--- src/rtl/qrs_pkg.sv ---
package qrs_pkg;

  localparam int DATA_W    = 32;
  localparam int FRAC_W    = 16;
  // Discriminant magnitude: b^2 + 4|ac| needs two bits above the product width.
  localparam int DISC_W    = 2 * DATA_W + 2;
  localparam int ROOT_W    = DISC_W / 2;
  localparam int REM_W     = ROOT_W + 2;
  localparam int SQ_STEPS  = DISC_W / 2;
  localparam int NUM_W     = ROOT_W + 3;
  localparam int NMAG_W    = NUM_W - 1;
  localparam int QUO_W     = NMAG_W + FRAC_W;
  localparam int DEN_W     = DATA_W + 1;
  localparam int DIV_STEPS = QUO_W;
  localparam int MIDQ_DEPTH = 2;
  localparam int OUTQ_DEPTH = 2;

  typedef enum logic [1:0] {
    ST_OK       = 2'd0,
    ST_NEG_DISC = 2'd1,
    ST_ZERO_A   = 2'd2,
    ST_SAT      = 2'd3
  } status_e;

  typedef struct packed {
    status_e             st;
    logic                an;
    logic                bn;
    logic [DATA_W-1:0]   ma;
    logic [DATA_W-1:0]   mb;
    logic [DISC_W-1:0]   disc;
  } mid_t;

endpackage

--- src/rtl/qrs_queue.sv ---
module qrs_queue import qrs_pkg::*; (
  input  logic clk_i,
  input  logic rst_ni,
  input  logic push_i,
  input  mid_t data_i,
  output logic full_o,
  input  logic pop_i,
  output logic empty_o,
  output mid_t data_o
);

  localparam int PTR_W = $clog2(MIDQ_DEPTH);

  mid_t             mem_q [MIDQ_DEPTH];
  logic [PTR_W-1:0] wr_q, rd_q;
  logic [PTR_W:0]   cnt_q;
  logic             do_push, do_pop;

  assign full_o  = (cnt_q == (PTR_W+1)'(MIDQ_DEPTH));
  assign empty_o = (cnt_q == '0);
  assign do_push = push_i && !full_o;
  assign do_pop  = pop_i && !empty_o;
  assign data_o  = mem_q[rd_q];

  always_ff @(posedge clk_i or negedge rst_ni) begin
    if (!rst_ni) begin
      wr_q  <= '0;
      rd_q  <= '0;
      cnt_q <= '0;
    end else begin
      if (do_push) begin
        wr_q <= (wr_q == PTR_W'(MIDQ_DEPTH - 1)) ? '0 : wr_q + 1'b1;
      end
      if (do_pop) begin
        rd_q <= (rd_q == PTR_W'(MIDQ_DEPTH - 1)) ? '0 : rd_q + 1'b1;
      end
      cnt_q <= cnt_q + (PTR_W+1)'(do_push) - (PTR_W+1)'(do_pop);
    end
  end

  always_ff @(posedge clk_i) begin
    if (do_push) begin
      mem_q[wr_q] <= data_i;
    end
  end

endmodule

--- config.mk ---
export PLATFORM = sky130hd
export DESIGN_NAME = qrs_queue
export DESIGN_NICKNAME = d
export VERILOG_FILES = /design/src/rtl/qrs_pkg.sv /design/src/rtl/qrs_queue.sv
export SDC_FILE = /design/constraint.sdc
export NUM_CORES = 1
export LEC_CHECK = 0
export BUFFER_PORTS_ARGS = -buffer_cell sky130_fd_sc_hd__buf_2
export CAP_MARGIN = 25
export CELL_PAD_IN_SITES_DETAIL_PLACEMENT = 0
export CELL_PAD_IN_SITES_GLOBAL_PLACEMENT = 1
export CORE_UTILIZATION = 48
export DETAILED_ROUTE_END_ITERATION = 10
export PLACE_DENSITY_LB_ADDON = 0.1
export REMOVE_ABC_BUFFERS = 1
export SLEW_MARGIN = 20
export SYNTH_ARGS = -nofsm -noshare
export SYNTH_HDL_FRONTEND = slang
export SYNTH_SLANG_ARGS = --single-unit
--- constraint.sdc ---
create_clock -name clk_i -period 14.55 [get_ports clk_i]
set_clock_uncertainty 0.15 [all_clocks]
set_input_delay 1.455 -clock clk_i [delete_from_list [all_inputs] [get_ports clk_i]]
set_output_delay 1.455 -clock clk_i [all_outputs]
set_load 0.02 [all_outputs]
==> flow_metrics.env, run 1 <==
export IMPL_status="finished, final reports clean"
export IMPL_post_layout_minimum_cycle_time_ns=4.56
export IMPL_synthDominantAreaCellType="sky130_fd_sc_hd__edfxtp_1"
export IMPL_row_cnt=52
export IMPL_cts_root_buf="sky130_fd_sc_hd__clkbuf_16"
export IMPL_path_class="flop to primary output"
export IMPL_design_portCount=274
export IMPL_buffer_ports_inserted=273
export IMPL_gr_total_overflow=0
export IMPL_kind_of_start_point_of_the_critical_path="flop"
export IMPL_initial_utilization=0.494
export IMPL_synth_top_area_share=0.800
export IMPL_die_w_um=147
export IMPL_synth_ff_type="sky130_fd_sc_hd__edfxtp_1"
export IMPL_yosysMostFrequentCell="sky130_fd_sc_hd__edfxtp_1"
export IMPL_r2r_start="cnt_q[0]$_DFF_PN0_"
export IMPL_layout_nets=867
export IMPL_crit_chain="buf_16 -> buf_4 -> mux2_2 -> buf_2"
export IMPL_post_route_cells_drive_above_1_share=0.609
export IMPL_static_leakage_nw=4.87
export IMPL_design_core_area_um2=20400
export IMPL_cp_arrival_ns=2.95
export IMPL_tritoncts="built"
export IMPL_clock_transition_time_at_the_flip_flop_clock_pins_of_the_worst_setup_and_hold_paths_ns=0.06
export IMPL_yosysWarningCount=0
export IMPL_worstPathRequired_ns=12.94
export IMPL_final_setup_viol_count=0
export IMPL_cts_buffers_inserted=27
export IMPL_syn_avg_cell_area_um2=23.1
export IMPL_wire_per_inst_um=18.0
export IMPL_timing_fmax_ghz=0.219
export IMPL_wl_um=18400
export IMPL_ys_seq_elements=272
export IMPL_cts_sinks=272
export IMPL_dr_first_iter_drc_count=243
export IMPL_synth_enable_flop_cells=268
export IMPL_grt_setup_unrepaired="no"
export IMPL_synth_top_cells_by_area="sky130_fd_sc_hd__edfxtp_1, sky130_fd_sc_hd__mux2_2, sky130_fd_sc_hd__mux2_4, sky130_fd_sc_hd__dfrtp_1, sky130_fd_sc_hd__buf_6"
export IMPL_vias=4941
export IMPL_worst_path_dominant_cell_family="buffers and inverters"
export IMPL_worst_skew_pair_late_latency_ns=0.51
export IMPL_vdd_ir_drop_max_mv=0.186
export IMPL_max_stage_delay_ns=0.79
export IMPL_cp_max_fo=60
export IMPL_min_path_type="flop to flop"
export IMPL_worstSetupEndpointType="primary output"
export IMPL_die_area_um2=21500
export IMPL_timing_critical_path_slowest_stage_cell="sky130_fd_sc_hd__buf_4"
export IMPL_synthesized_instance_count=435
export IMPL_largest_net_degree_at_the_start_of_global_routing=69
export IMPL_synth_yosys_seq_area_share=0.810
export IMPL_vias_in_the_first_global_route=5252
export IMPL_dp_hpwl_um=12300
export IMPL_flow_area_growth_from_synthesis_pct=25.6
export IMPL_synthArstFlopShare=0.0147
export IMPL_placement_cell_area_um2=11700
export IMPL_gp_congestion=0.730
export IMPL_htree_num_levels=1
export IMPL_tightest_slew_ns=0.951
export IMPL_report_final_hold_viol_count=0
export IMPL_crit_path_start="rd_q$_DFFE_PN0P_"
export IMPL_die_h_um=147
export IMPL_routed_via_density=4.84
export IMPL_setup_tns_final_ns=0
export IMPL_count_of_tritonroute_iterations_in_the_first_routing_pass=4
export IMPL_finalInstanceArea_um2=12600
export IMPL_maxSlewHeadroom=0.366
export IMPL_ctsResizeCount=0
export IMPL_powerDensity_nw_per_um2=215
export IMPL_ant_nets=0
export IMPL_route_detailed_drc=0
export IMPL_min_period_over_period=0.313
export IMPL_slew_viol_final=0
export IMPL_cp_buffers_inverters=3
export IMPL_clock_path_buffers=3
export IMPL_maxCapViolCount=0
export IMPL_grt_first_pass_wirelength_um=27800
export IMPL_post_synth_num_cell_types=15
export IMPL_cts_hold_fix_buffers=0
export IMPL_post_synth_instance_area_um2=10100
export IMPL_grtUsageTotal=0.168
export IMPL_final_fill_count=1498
export IMPL_post_cts_repair_setup_buffers=0
export IMPL_synth_commonest_cells="sky130_fd_sc_hd__edfxtp_1, sky130_fd_sc_hd__mux2_2, sky130_fd_sc_hd__mux2_4, sky130_fd_sc_hd__buf_2, sky130_fd_sc_hd__buf_6"
export IMPL_worst_hold_startpoint="cnt_q[1]$_DFF_PN0_"
export IMPL_antenna_found_initial=3
worst reg2reg max path: cells and delay by family (launching register included):
family                 cells  cell delay [ns]
and+or+nand+nor            2             0.97
buffers and inverters      1             0.86
DFF                        1             0.37
kinds of logic after synthesis:
logic type,share of synthesized area
buffers and inverters,0.0126
and+or+nand+nor,0.00299
DFF,0.810
muxes,0.169
adders and majority gates,0.00249
xor gates and xnor gates,0.00348
report_power, final:
group / switching (mW) / leakage [nW] / internal, mW
logic: 0.518 / 1.90 / 0.362
clock network: 0.274 / 0.436 / 0.428
registers: 0.0554 / 2.53 / 1.07
total: 0.847 / 4.87 / 1.86
metrics by stage:
stage               hold WS (ns)  total power [mW]  instances  setup slack (ns)  utilization
floorplan                  0.311              1.82        420              6.66            -
global placement           0.333              2.02        967             10.28        0.574
detailed placement         0.341              2.04        968             10.47        0.576
CTS                        0.351              2.75       1017              9.91        0.620
global route               0.370              2.83       1017              9.81        0.620
finish                     0.345              2.71       1020              9.99        0.620
flip-flops by register name, indices dropped and copies added (netlist names):
name / count
cnt_q: 2
mem_q: 268
rd_q: 1
wr_q: 1
area by class of cell:
type | count | area [um^2] | share of cell area
clock buffer | 31 | 691 | 0.0547
inverter | 2 | 7.51 | 0.000594
antenna | 3 | 7.51 | 0.000594
tap | 270 | 338 | 0.0267
clock inverter | 18 | 216 | 0.0171
timing repair buffer | 278 | 1420 | 0.113
multi-input combinational | 146 | 1800 | 0.142
sequential | 272 | 8150 | 0.645
layer usage:
metal	vias to the layer above	global-route usage	part of all wire
li1	2327	-	-
met1	2409	0.198	0.38
met2	170	0.299	0.51
met3	33	0.0478	0.081
met4	2	0.0464	0.023
met5	-	0	0.00054
path summary, 6_finish.rpt:
| kind | endpoint | slack (ns) | cells past startpoint |
|---|---|---|---|
| min | cnt_q[1]$_DFF_PN0_ | 0.34 | 1 |
| max in group asynchronous | rd_q$_DFFE_PN0P_ | 13.52 | 1 |
| max reg2reg | mem_q[1][83]$_DFFE_PP_ | 11.78 | 3 |
| min in group asynchronous | rd_q$_DFFE_PN0P_ | 0.59 | 1 |
| min reg2reg | cnt_q[1]$_DFF_PN0_ | 0.34 | 1 |
| max | data_o[122] | 9.99 | 4 |
placed cells by master (no fill, tap or decap), types with 4 or more instances in the layout:
cell type                   netlist  routed
sky130_fd_sc_hd__edfxtp_1       268     268
sky130_fd_sc_hd__buf_4            0       4
sky130_fd_sc_hd__mux2_4          50      50
sky130_fd_sc_hd__clkbuf_1         0       4
sky130_fd_sc_hd__clkbuf_16        0      27
sky130_fd_sc_hd__mux2_2          84      84
sky130_fd_sc_hd__clkinv_1         0       5
sky130_fd_sc_hd__buf_2            8     273
sky130_fd_sc_hd__bufinv_16        0       5
sky130_fd_sc_hd__clkinv_2         0       5
Note: power is estimated with default switching activity, not from simulation.
==> inputs of run 2 (changes only) <==
--- a/config.mk
+++ b/config.mk
@@ -5,11 +5,12 @@
 export SDC_FILE = /design/constraint.sdc
 export NUM_CORES = 1
 export LEC_CHECK = 0
+export ABC_AREA = 1
 export BUFFER_PORTS_ARGS = -buffer_cell sky130_fd_sc_hd__buf_2
 export CAP_MARGIN = 25
 export CELL_PAD_IN_SITES_DETAIL_PLACEMENT = 0
 export CELL_PAD_IN_SITES_GLOBAL_PLACEMENT = 1
-export CORE_UTILIZATION = 48
+export CORE_UTILIZATION = 41
 export DETAILED_ROUTE_END_ITERATION = 10
 export PLACE_DENSITY_LB_ADDON = 0.1
 export REMOVE_ABC_BUFFERS = 1
==> constraint.sdc (replaced) <==
create_clock -name clk_i -period 4.55 [get_ports clk_i]
set_clock_uncertainty 0.15 [all_clocks]
set_input_delay 0.455 -clock clk_i [delete_from_list [all_inputs] [get_ports clk_i]]
set_output_delay 0.455 -clock clk_i [all_outputs]
set_load 0.02 [all_outputs]
==> run 2 against run 1 <==
- via count rose by 35%
- sequential share of layout area fell by 5.6 points
- global-route usage rose by 0.94 points
- critical path depth up 1
- final cell count rose by 46%
- clock power rose to 2.9 times the previous value
- first-iteration DRC count rose by 40%
- die area grew 16%
- largest power group unchanged
==> flow_metrics.env, run 2 <==
export IMPL_syn_avg_cell_area_um2=13.6
export IMPL_synth_yosys_seq_area_share=0.816
export IMPL_powerDensity_nw_per_um2=631
export IMPL_die_area_um2=25000
export IMPL_antenna_found_initial=2
export IMPL_worstSetupEndpointType="primary output"
export IMPL_vias=6656
export IMPL_ctsResizeCount=0
export IMPL_r2r_setup_slack_ns=2.20
export IMPL_yosysWarningCount=0
export IMPL_flow_area_growth_from_synthesis_pct=38.5
export IMPL_final_common_cell="sky130_fd_sc_hd__nand2_1"
export IMPL_design_portCount=274
export IMPL_post_synth_num_cell_types=11
export IMPL_synth_top_area_share=0.806
export IMPL_dp_hpwl_um=13500
export IMPL_layout_nets=1290
export IMPL_worstPathRequired_ns=3.94
export IMPL_crit_path_start="rd_q$_DFFE_PN0P_"
export IMPL_ff2ff_path_depth=4
export IMPL_power_share_combinational=0.349
export IMPL_grt_first_pass_wirelength_um=33600
export IMPL_netSwitchingFraction=0.373
export IMPL_clock_path_buffers=3
export IMPL_post_layout_minimum_cycle_time_ns=3.38
export IMPL_clock_transition_time_at_the_flip_flop_clock_pins_of_the_worst_setup_and_hold_paths_ns=0.06
export IMPL_total_power_mw=8.73
export IMPL_p_int_mw=5.47
export IMPL_grt_setup_unrepaired="no"
export IMPL_buffer_ports_inserted=273
export IMPL_post_route_cells_drive_above_1_share=0.272
export IMPL_synthArstFlopShare=0.0147
export IMPL_power_clock_fraction=0.236
export IMPL_routed_via_density=4.46
export IMPL_ys_seq_elements=272
export IMPL_cp_arrival_ns=2.77
export IMPL_synth_ff_type="sky130_fd_sc_hd__edfxtp_1"
export IMPL_static_leakage_nw=5.95
export IMPL_gr_total_overflow=0
export IMPL_worst_skew_pair_late_latency_ns=0.52
export IMPL_min_path_type="primary input to flop"
export IMPL_largest_net_degree_at_the_start_of_global_routing=104
export IMPL_vias_in_the_first_global_route=6339
export IMPL_r2r_start="rd_q$_DFFE_PN0P_"
export IMPL_critical_path_reg2reg_endpoint="rd_q$_DFFE_PN0P_"
export IMPL_dr_first_iter_drc_count=340
export IMPL_timing_final_ws_setup_ns=1.17
export IMPL_gp_congestion=0.737
export IMPL_synth_top_cells_by_area="sky130_fd_sc_hd__edfxtp_1, sky130_fd_sc_hd__nand2_1, sky130_fd_sc_hd__buf_2, sky130_fd_sc_hd__dfrtp_1, sky130_fd_sc_hd__buf_6"
export IMPL_slew_viol_final=0
export IMPL_route_detailed_drc=0
export IMPL_row_cnt=56
export IMPL_htree_num_levels=1
export IMPL_ant_nets=0
export IMPL_grtUsageTotal=0.177
export IMPL_report_final_hold_viol_count=0
export IMPL_cts_buffers_inserted=29
export IMPL_post_synth_instance_area_um2=9980
export IMPL_tightest_slew_ns=0.846
export IMPL_path_class="flop to primary output"
export IMPL_pre_cts_ws_ns=1.65
export IMPL_kind_of_start_point_of_the_critical_path="flop"
export IMPL_yosysMostFrequentCell="sky130_fd_sc_hd__nand2_1"
export IMPL_final_setup_viol_count=0
export IMPL_post_cts_repair_setup_buffers=0
export IMPL_tritoncts="built"
export IMPL_worstHoldPathCells=3
export IMPL_worst_hold_startpoint="pop_i"
export IMPL_largest_register="mem_q"
export IMPL_wl_um=22600
export IMPL_wire_per_inst_um=15.1
export IMPL_status="finished, final reports clean"
export IMPL_maxSlewHeadroom=0.436
export IMPL_cts_root_buf="sky130_fd_sc_hd__clkbuf_16"
export IMPL_commonest_cells_after_routing_fill_and_taps_aside="sky130_fd_sc_hd__nand2_1, sky130_fd_sc_hd__buf_2, sky130_fd_sc_hd__edfxtp_1"
export IMPL_total_switching_power_mw=3.26
export IMPL_count_of_tritonroute_iterations_in_the_first_routing_pass=4
export IMPL_synthesized_instance_count=733
export IMPL_die_h_um=158
export IMPL_cp_max_fo=66
export IMPL_whs_endpoint="rd_q$_DFFE_PN0P_"
export IMPL_design_core_area_um2=23700
export IMPL_max_reg_flops=268
export IMPL_power_share_sequential=0.415
export IMPL_timing_fmax_ghz=0.296
export IMPL_min_period_over_period=0.743
export IMPL_synth_commonest_cells="sky130_fd_sc_hd__nand2_1, sky130_fd_sc_hd__edfxtp_1, sky130_fd_sc_hd__buf_2, sky130_fd_sc_hd__inv_1, sky130_fd_sc_hd__buf_6"
export IMPL_utilization=0.584
export IMPL_layout_top_registers="mem_q (268), cnt_q (2)"
export IMPL_synthDominantAreaCellType="sky130_fd_sc_hd__edfxtp_1"
export IMPL_synth_enable_flop_cells=268
export IMPL_maxCapViolCount=0
export IMPL_die_w_um=158
export IMPL_cts_sinks=272
export IMPL_vdd_ir_drop_max_mv=0.446
export IMPL_initial_utilization=0.422
## run 2: changes by cell type in the layout (fill, tap and decap cells not counted), moves of 3 or more
cell                            before  now
sky130_fd_sc_hd__bufinv_16           5    0
sky130_fd_sc_hd__clkbuf_1            4   14
sky130_fd_sc_hd__clkinvlp_4          3    0
sky130_fd_sc_hd__dlygate4sd3_1       0  135
sky130_fd_sc_hd__inv_1               2    9
sky130_fd_sc_hd__mux2_2             84    0
sky130_fd_sc_hd__mux2_4             50    0
sky130_fd_sc_hd__nand2_1             1  415
sky130_fd_sc_hd__nand3_1             0    3
sky130_fd_sc_hd__xnor2_1             3    0
## run 2: metrics by stage
stage                     area [um^2]  instances  setup TNS (ns)  hold slack [ns]
after floorplan                  9790        704         -315.33          0.00941
after global placement          11700       1303               0            0.139
after detailed placement        11700       1303               0            0.136
after CTS                       13800       1490               0           0.0775
after global routing            13800       1492               0            0.101
final                           13800       1492               0            0.105
## run 2: layout make-up
type	count	area, um^2
Fill cell	2024	9850
Multi-Input combinational cell	421	1610
Antenna cell	2	5.00
Timing Repair Buffer	415	2800
Tap cell	319	399
Sequential cell	272	8150
Inverter	11	48.8
Clock inverter	9	43.8
Clock buffer	43	778
## run 2: cell families after synthesis
| kind of cell | count (synthesis) | share of synthesized area |
|---|---|---|
| buffers and inverters | 40 | 0.0236 |
| AND/OR/NAND/NOR | 419 | 0.158 |
| adder cells (fa/ha/maj) | 2 | 0.00251 |
| flip-flops | 272 | 0.816 |
## run 2: power groups by stage
| stage | logic [mW] | registers, mW | clock network, mW |
|---|---|---|---|
| floorplan | 1.84 | 3.77 | 0 |
| global placement | 3.01 | 3.68 | 0 |
| detailed placement | 3.01 | 3.69 | 0 |
| CTS | 3.11 | 3.64 | 2.11 |
| global route | 3.37 | 3.68 | 2.22 |
| finish | 3.04 | 3.63 | 2.06 |
## run 2: worst max path at each step
stage / to / slack, ns / cells after the start
after floorplan: mem_q[1][0]$_DFFE_PP_ / -2.35 / 3
after global placement: data_o[98] / 1.68 / 5
after detailed placement: data_o[98] / 1.65 / 5
after CTS: data_o[98] / 1.09 / 5
after global routing: data_o[98] / 0.96 / 5
final: data_o[98] / 1.17 / 5
## run 2: repair_timing
item | 4_1_cts | 5_1_grt
hold endpoints to repair | 272 | 0
hold buffers | 135 | 0
setup endpoints to repair | 0 | 0
## run 2: routing by layer
metal	global-route usage	up-vias	part of all wire
li1	-	3302	-
met3	0.0438	37	0.070
met1	0.233	3094	0.43
met5	0	-	0
met2	0.296	223	0.48
met4	0.0449	0	0.022
## run 2: critical path, cell delays in order (launching register included)
cell                      delay [ns]
sky130_fd_sc_hd__dfrtp_4        0.74
sky130_fd_sc_hd__inv_4          0.68
sky130_fd_sc_hd__buf_4          0.42
sky130_fd_sc_hd__nand2_1        0.09
sky130_fd_sc_hd__nand2_1        0.09
sky130_fd_sc_hd__buf_2          0.17
